===== src/hdl/udq_pkg.sv =====
// Shared types and constants for the unsigned divider.
`timescale 1ns / 1ps

package udq_pkg;

  localparam int DATA_WIDTH = 32;
  localparam int CNT_W      = $clog2(DATA_WIDTH);

  typedef logic [DATA_WIDTH-1:0] data_t;
  typedef logic [CNT_W-1:0]      cnt_t;

  // top -> core handshake
  typedef struct packed {
    logic start;  // load new operands
    logic take;   // result moved to output register
  } div_ctl_t;

  // core -> top status
  typedef struct packed {
    logic idle;   // ready for operands
    logic done;   // result held, waiting to be taken
  } div_stat_t;

endpackage


===== src/hdl/udq_ifs.sv =====
// Valid/ready channel interfaces for divider operands and results.
`timescale 1ns / 1ps

interface udq_in_if ();
  logic           valid;
  logic           ready;
  udq_pkg::data_t dividend;
  udq_pkg::data_t divisor;

  modport source (output valid, output dividend, output divisor, input ready);
  modport sink   (input valid, input dividend, input divisor, output ready);
endinterface

interface udq_out_if ();
  logic           valid;
  logic           ready;
  udq_pkg::data_t quotient;
  udq_pkg::data_t remainder;
  logic           divide_by_zero;

  modport source (output valid, output quotient, output remainder,
                  output divide_by_zero, input ready);
  modport sink   (input valid, input quotient, input remainder,
                  input divide_by_zero, output ready);
endinterface


===== src/hdl/udq_div_core.sv =====
// Radix-2 restoring divide iterator: one quotient bit per cycle.
`timescale 1ns / 1ps

module udq_div_core (
  input  logic                 clk,
  input  logic                 rst_n,
  input  udq_pkg::div_ctl_t    ctl,
  input  udq_pkg::data_t       dividend,
  input  udq_pkg::data_t       divisor,
  output udq_pkg::div_stat_t   stat,
  output udq_pkg::data_t       quotient,
  output udq_pkg::data_t       remainder,
  output logic                 divide_by_zero
);

  typedef enum logic [1:0] {
    ST_IDLE,
    ST_RUN,
    ST_DONE
  } state_t;

  state_t         state_r;
  udq_pkg::data_t rem_r;
  udq_pkg::data_t quo_r;   // dividend bits shift out the top, quotient bits in the bottom
  udq_pkg::data_t dvs_r;
  udq_pkg::cnt_t  cnt_r;
  logic           dbz_r;

  logic [udq_pkg::DATA_WIDTH:0] partial;
  logic [udq_pkg::DATA_WIDTH:0] diff;
  logic                         fits;
  udq_pkg::data_t               rem_nxt;

  // partial < 2*divisor, so the restored or reduced value always fits DATA_WIDTH bits.
  // A zero divisor falls out naturally: all ones quotient, dividend as remainder.
  always_comb begin
    partial = {rem_r, quo_r[udq_pkg::DATA_WIDTH-1]};
    diff    = partial - {1'b0, dvs_r};
    fits    = (partial >= {1'b0, dvs_r});
    rem_nxt = fits ? diff[udq_pkg::DATA_WIDTH-1:0] : partial[udq_pkg::DATA_WIDTH-1:0];
  end

  always_ff @(posedge clk) begin
    if (!rst_n) begin
      state_r <= ST_IDLE;
    end else begin
      case (state_r)
        ST_IDLE: begin
          if (ctl.start) begin
            rem_r   <= '0;
            quo_r   <= dividend;
            dvs_r   <= divisor;
            dbz_r   <= (divisor == '0);
            cnt_r   <= udq_pkg::cnt_t'(udq_pkg::DATA_WIDTH - 1);
            state_r <= ST_RUN;
          end
        end
        ST_RUN: begin
          rem_r <= rem_nxt;
          quo_r <= {quo_r[udq_pkg::DATA_WIDTH-2:0], fits};
          cnt_r <= cnt_r - 1'b1;
          if (cnt_r == '0) begin
            state_r <= ST_DONE;
          end
        end
        ST_DONE: begin
          if (ctl.take) begin
            state_r <= ST_IDLE;
          end
        end
        default: begin
          state_r <= ST_IDLE;
        end
      endcase
    end
  end

  assign stat.idle      = (state_r == ST_IDLE);
  assign stat.done      = (state_r == ST_DONE);
  assign quotient       = quo_r;
  assign remainder      = rem_r;
  assign divide_by_zero = dbz_r;

endmodule


===== src/hdl/unsigned_divider_quot_rem.sv =====
// Top level of the unsigned divider: operand intake, iterator and result register.
`timescale 1ns / 1ps

// Unsigned restoring divider. Each item on in_ch carries a dividend and a divisor;
// one item comes back on out_ch with the quotient, the remainder and a divide-by-zero
// flag. One item is in the divider at a time: it is accepted while the divider is idle,
// the shared subtract-and-shift unit then settles one quotient bit per cycle for all
// DATA_WIDTH bits, and the result is then handed to the output register; only after
// that hand-over can a new item be taken, and the hand-over waits while out_ch stalls. A
// result may wait in the output register while the next item is being divided. A
// zero divisor gives an all-ones quotient, the dividend as remainder and the flag set.
module unsigned_divider_quot_rem (
  input  logic        clk,
  input  logic        rst_n,
  udq_in_if.sink      in_ch,
  udq_out_if.source   out_ch
);

  udq_pkg::div_ctl_t  ctl;
  udq_pkg::div_stat_t stat;
  udq_pkg::data_t     core_quo;
  udq_pkg::data_t     core_rem;
  logic               core_dbz;

  logic               out_valid_r;
  udq_pkg::data_t     out_quo_r;
  udq_pkg::data_t     out_rem_r;
  logic               out_dbz_r;

  assign in_ch.ready = stat.idle;
  assign ctl.start   = in_ch.valid & stat.idle;
  assign ctl.take    = stat.done & (~out_valid_r | out_ch.ready);

  udq_div_core u_core (
    .clk            (clk),
    .rst_n          (rst_n),
    .ctl            (ctl),
    .dividend       (in_ch.dividend),
    .divisor        (in_ch.divisor),
    .stat           (stat),
    .quotient       (core_quo),
    .remainder      (core_rem),
    .divide_by_zero (core_dbz)
  );

  always_ff @(posedge clk) begin
    if (!rst_n) begin
      out_valid_r <= 1'b0;
    end else begin
      if (ctl.take) begin
        out_valid_r <= 1'b1;
        out_quo_r   <= core_quo;
        out_rem_r   <= core_rem;
        out_dbz_r   <= core_dbz;
      end else if (out_ch.ready) begin
        out_valid_r <= 1'b0;
      end
    end
  end

  assign out_ch.valid          = out_valid_r;
  assign out_ch.quotient       = out_quo_r;
  assign out_ch.remainder      = out_rem_r;
  assign out_ch.divide_by_zero = out_dbz_r;

endmodule


===== src/flat_wrapper.sv =====
// flat-port wrapper written by rule: the top's interface ports become plain ports
module unsigned_divider_quot_rem_flat 
  (clk, rst_n, in_ch_valid, in_ch_dividend, in_ch_divisor, in_ch_ready, out_ch_valid, out_ch_quotient, out_ch_remainder, out_ch_divide_by_zero, out_ch_ready);
  udq_in_if in_ch_i ();
  udq_out_if out_ch_i ();
  input  logic clk;
  input  logic rst_n;
  input wire logic [$bits(in_ch_i.valid)-1:0] in_ch_valid;
  input wire logic [$bits(in_ch_i.dividend)-1:0] in_ch_dividend;
  input wire logic [$bits(in_ch_i.divisor)-1:0] in_ch_divisor;
  output wire logic [$bits(in_ch_i.ready)-1:0] in_ch_ready;
  output wire logic [$bits(out_ch_i.valid)-1:0] out_ch_valid;
  output wire logic [$bits(out_ch_i.quotient)-1:0] out_ch_quotient;
  output wire logic [$bits(out_ch_i.remainder)-1:0] out_ch_remainder;
  output wire logic [$bits(out_ch_i.divide_by_zero)-1:0] out_ch_divide_by_zero;
  input wire logic [$bits(out_ch_i.ready)-1:0] out_ch_ready;
  assign in_ch_i.valid = in_ch_valid;
  assign in_ch_i.dividend = in_ch_dividend;
  assign in_ch_i.divisor = in_ch_divisor;
  assign in_ch_ready = in_ch_i.ready;
  assign out_ch_valid = out_ch_i.valid;
  assign out_ch_quotient = out_ch_i.quotient;
  assign out_ch_remainder = out_ch_i.remainder;
  assign out_ch_divide_by_zero = out_ch_i.divide_by_zero;
  assign out_ch_i.ready = out_ch_ready;
  unsigned_divider_quot_rem u_core (.clk(clk), .rst_n(rst_n), .in_ch(in_ch_i), .out_ch(out_ch_i));
endmodule

===== config.mk =====
export PLATFORM = sky130hd
export DESIGN_NAME = unsigned_divider_quot_rem_flat
export DESIGN_NICKNAME = d
export VERILOG_FILES = /design/src/hdl/udq_pkg.sv /design/src/hdl/udq_ifs.sv /design/src/hdl/udq_div_core.sv /design/src/hdl/unsigned_divider_quot_rem.sv /design/src/flat_wrapper.sv
export SDC_FILE = /design/constraint.sdc
export NUM_CORES = 1
export LEC_CHECK = 0
export BUFFER_PORTS_ARGS = -buffer_cell sky130_fd_sc_hd__buf_2
export CORE_AREA = 2 2 145 147
export CTS_CLUSTER_DIAMETER = 50
export DETAILED_ROUTE_END_ITERATION = 8
export DIE_AREA = 0 0 147 149
export GPL_TIMING_DRIVEN = 0
export SETUP_SLACK_MARGIN = 0.3
export SLEW_MARGIN = 20
export SYNTH_ARGS = -nofsm -noshare
export SYNTH_HDL_FRONTEND = slang
export SYNTH_SLANG_ARGS = --single-unit

===== constraint.sdc =====
create_clock -name clk -period 9.5 [get_ports clk]
set_input_delay 1.425 -clock clk [delete_from_list [all_inputs] [get_ports clk]]
set_output_delay 1.425 -clock clk [all_outputs]
set_load 0.05 [all_outputs]

==> results.toml <==
[power_and_ir_drop]
p_int_mw = 1.44
switchingPower_mw = 0.537
total_power_mw = 1.98
p_sw_share_pct = 27.2
pwr-share-seq_pct = 45.9
power.density_nw_per_um2 = 201
pwr-share-comb_pct = 18.1
clock_power_share_pct = 36.0
vdd_drop_max_mv = 0.130
leakage_nw = 4.00

[sta]
hold_viol = 0
finalMaxSlewViolations = 0
fin_crit_sh_pct = 33.8
rsz0062_at_grt = "false"
worst_pin_slew_ns = 0.779
min_period_ns = 3.22
fmax_mhz = 311
relSlewSlack_pct = 47.6
fin_tns_setup_ns = 0
finalClockSkew_ns = 0.00831
finalSetupViolations = 0
worst_hold_slack_ns = 0.425

[setup_path]
arrival_ns = 3.48
cp.required_ns = 9.76
worstReg2RegStart = "u_core.u_core.remainder[19]$_SDFFCE_PN0P_"
rrSetupSlack_ns = 6.28
end_kind = "register"
rr_worst_depth = 10
criticalPathCategory = "reg -> reg"
start_kind = "register"
r2r-end = "u_core.u_core.remainder[23]$_SDFFCE_PN0P_"
worstPathMaxFanout = 10

[placement]
dpl.hpwl_um = 13400
dp.cells = 1102
gp_congestion = 0.880
portBuffers = 134
dpl_cell_area_um2 = 9250

[grt]
first_global_vias = 5658
grt_max_degree = 42
grt_pass1_wl_um = 29900
grt_antenna_before_repair = 0
overflow = 0
grt_usage_pct = 17.6

[finish]
drive_gt1_share_pct = 22.2
final_cell_area_um2 = 9850
stdcell_count = 1134
final_common_cell = "edfxtp_1"
final_cell_mix = "167 x edfxtp_1, 142 x nand2_1, 136 x buf_2"
nFillCells = 1895
antenna_cells = 0
area_delta_synth_final_pct = 20.8
seqCellArea_um2 = 5070
nets = 948
multi_input_area_um2 = 2800

[cts]
cts.repair.resized = 0
cts_tree = "done"
clkLatencyLatePin_ns = 0.42
htree_levels = 4
cts_buffer_depth = 2
cts_root_buf = "clkbuf_16"
cts_buffers = 17
clk_pin_slew_ns = 0.07
ctsHoldBuffers = 0
post_cts_buffers = 0
numClockSinks = 170

[yosys]
yosysWarnings = 0
yosys_register_bits = 170
yosysTopAreaCell = "edfxtp_1"
ys_top_cells_by_area = "edfxtp_1 61%, nand2_1 6.5%, ha_1 5.1%, a21oi_1 2.6%, inv_1 1.8%"
synth_cell_type_count = 59
yosysTopAreaCellShare_pct = 61.5
synth_flop_cell = "edfxtp_1"
synthCells = 690
syn_area_per_cell_um2 = 11.8
syn-num-nets = 792
synth_area_um2 = 8160
synthArstFlopShare_pct = 0
synth_edf_count = 167
ys_seq_area_share_pct = 62.2

[route]
routedWlPerCell_um = 16.7
drcViolationCount = 0
topRoutingLayerUsed = "met4"
dr.pass1.iters = 6
met3_length_um = 1080
route.met2.wl_um = 8580
finalWirelength_um = 18900
met1Wirelength_um = 9080
num_vias = 5755
via_per_inst = 5.07
ant_nets = 0
first_iter_violations = 352

[die]
rows = 53
initial_core_util_pct = 39.7
core_um2 = 20600
die_area_um2 = 21900
fp.dieW_um = 147
fp.dieH_um = 149
boundaryPins = 135

[worst_hold_path]
hp-start = "u_core.u_core.divide_by_zero$_DFFE_PP_"
min_path_type = "reg -> reg"
whs_path_depth = 0
hold_end = "u_core.out_ch.divide_by_zero$_DFFE_PP_"

[flow_run]
cap_violations = 0

[run_status]
status = "finished, final reports clean"
synthesized netlist by cell type (all sizes together), types with 3 or more instances:
master / number
nor2b: 5
buf: 10
o211ai: 5
or3: 6
xnor2: 17
xor2: 5
a21o: 17
nand3b: 3
a211oi: 8
mux2i: 8
nand4: 8
nand3: 17
and3: 3
o21ai: 22
a211o: 4
nand2b: 10
nor3: 12
nor4: 11
ha: 33
and2: 7
o21a: 7
o21bai: 4
clkbuf: 14
edfxtp: 167
a31oi: 3
a21oi: 46
dfxtp: 3
inv: 40
nand2: 142
nor2: 29
critical path: stages, from the launching register on:
cell and delay [ns]:
edfxtp_1 0.44, ha_1 0.45, nand3_1 0.17, nor4_1 0.46, nand4_1 0.18, nand2_1 0.11, nor4_1 0.07, a21oi_2 0.26
clkbuf_1 0.55, nand3_1 0.16, a21oi_1 0.20
flip-flops by register name (all words and copies together) (netlist names):
register and flops:
u_core.u_core.remainder 32, u_core.u_core.dvs_r 32, u_core.u_core.state_r 2, u_core.u_core.cnt_r 5, u_core.out_ch.divide_by_zero 1, u_core.u_core.quotient 32, u_core.u_core.divide_by_zero 1, u_core.out_ch.quotient 32
u_core.out_ch.remainder 32, u_core.out_ch.valid 1
kinds of logic (layout without fill, tap and decap cells):
| family | count (synthesis) | in the layout | synth area share [%] |
|---|---|---|---|
| buf+inv | 64 | 233 | 3.59 |
| fa+ha+maj | 34 | 34 | 5.31 |
| xor+xnor | 22 | 22 | 2.36 |
| simple gates | 257 | 257 | 14.4 |
| compound gates | 135 | 135 | 11.2 |
| flops | 170 | 170 | 62.2 |
| mux | 8 | 8 | 0.982 |
layer usage:
layer  track usage, %  vias to the layer above
li1                 -                     2832
met3             2.75                       17
met1             25.0                     2723
met4             5.10                        0
met2             28.3                      183
met5                0                        -
worst max path at each step:
stage	startpoint	to	slack, ns	cells after the start
floorplan	rst_n	u_core.u_core.cnt_r[0]$_SDFFCE_PN1P_	5.26	2
global placement	rst_n	u_core.u_core.remainder[18]$_SDFFCE_PN0P_	3.86	3
detailed placement	u_core.u_core.remainder[11]$_SDFFCE_PN0P_	u_core.u_core.remainder[23]$_SDFFCE_PN0P_	6.29	11
CTS	u_core.u_core.remainder[11]$_SDFFCE_PN0P_	u_core.u_core.remainder[23]$_SDFFCE_PN0P_	6.26	11
global route	u_core.u_core.remainder[19]$_SDFFCE_PN0P_	u_core.u_core.remainder[28]$_SDFFCE_PN0P_	5.85	10
finish	u_core.u_core.remainder[19]$_SDFFCE_PN0P_	u_core.u_core.remainder[23]$_SDFFCE_PN0P_	6.28	10
metrics by stage:
stage	setup WS [ns]	util (%)
6_report	6.28	47.9
5_1_grt	5.85	47.9
4_1_cts	6.26	47.9
3_5_place_dp	6.29	45.0
3_3_place_gp	3.86	44.6
2_1_floorplan	5.26	-
cell type report:
type	instances	area share [%]
clock buffers	18	4.36
clock inverters	14	1.73
inverters	40	1.52
repair buffers	137	7.49
flip-flops and latches	170	51.5
multi-input cells	456	28.4
well taps	275	3.49
plain buffers	24	1.45
power groups by stage:
stage | Clock, mW | Sequential, mW | Combinational (mW)
finish | 0.712 | 0.908 | 0.358
global route | 0.754 | 0.913 | 0.404
CTS | 0.725 | 0.908 | 0.360
detailed placement | 0 | 0.924 | 0.356
global placement | 0 | 0.926 | 0.349
floorplan | 0 | 0.916 | 0.262
(Power assumes the default switching activity.)
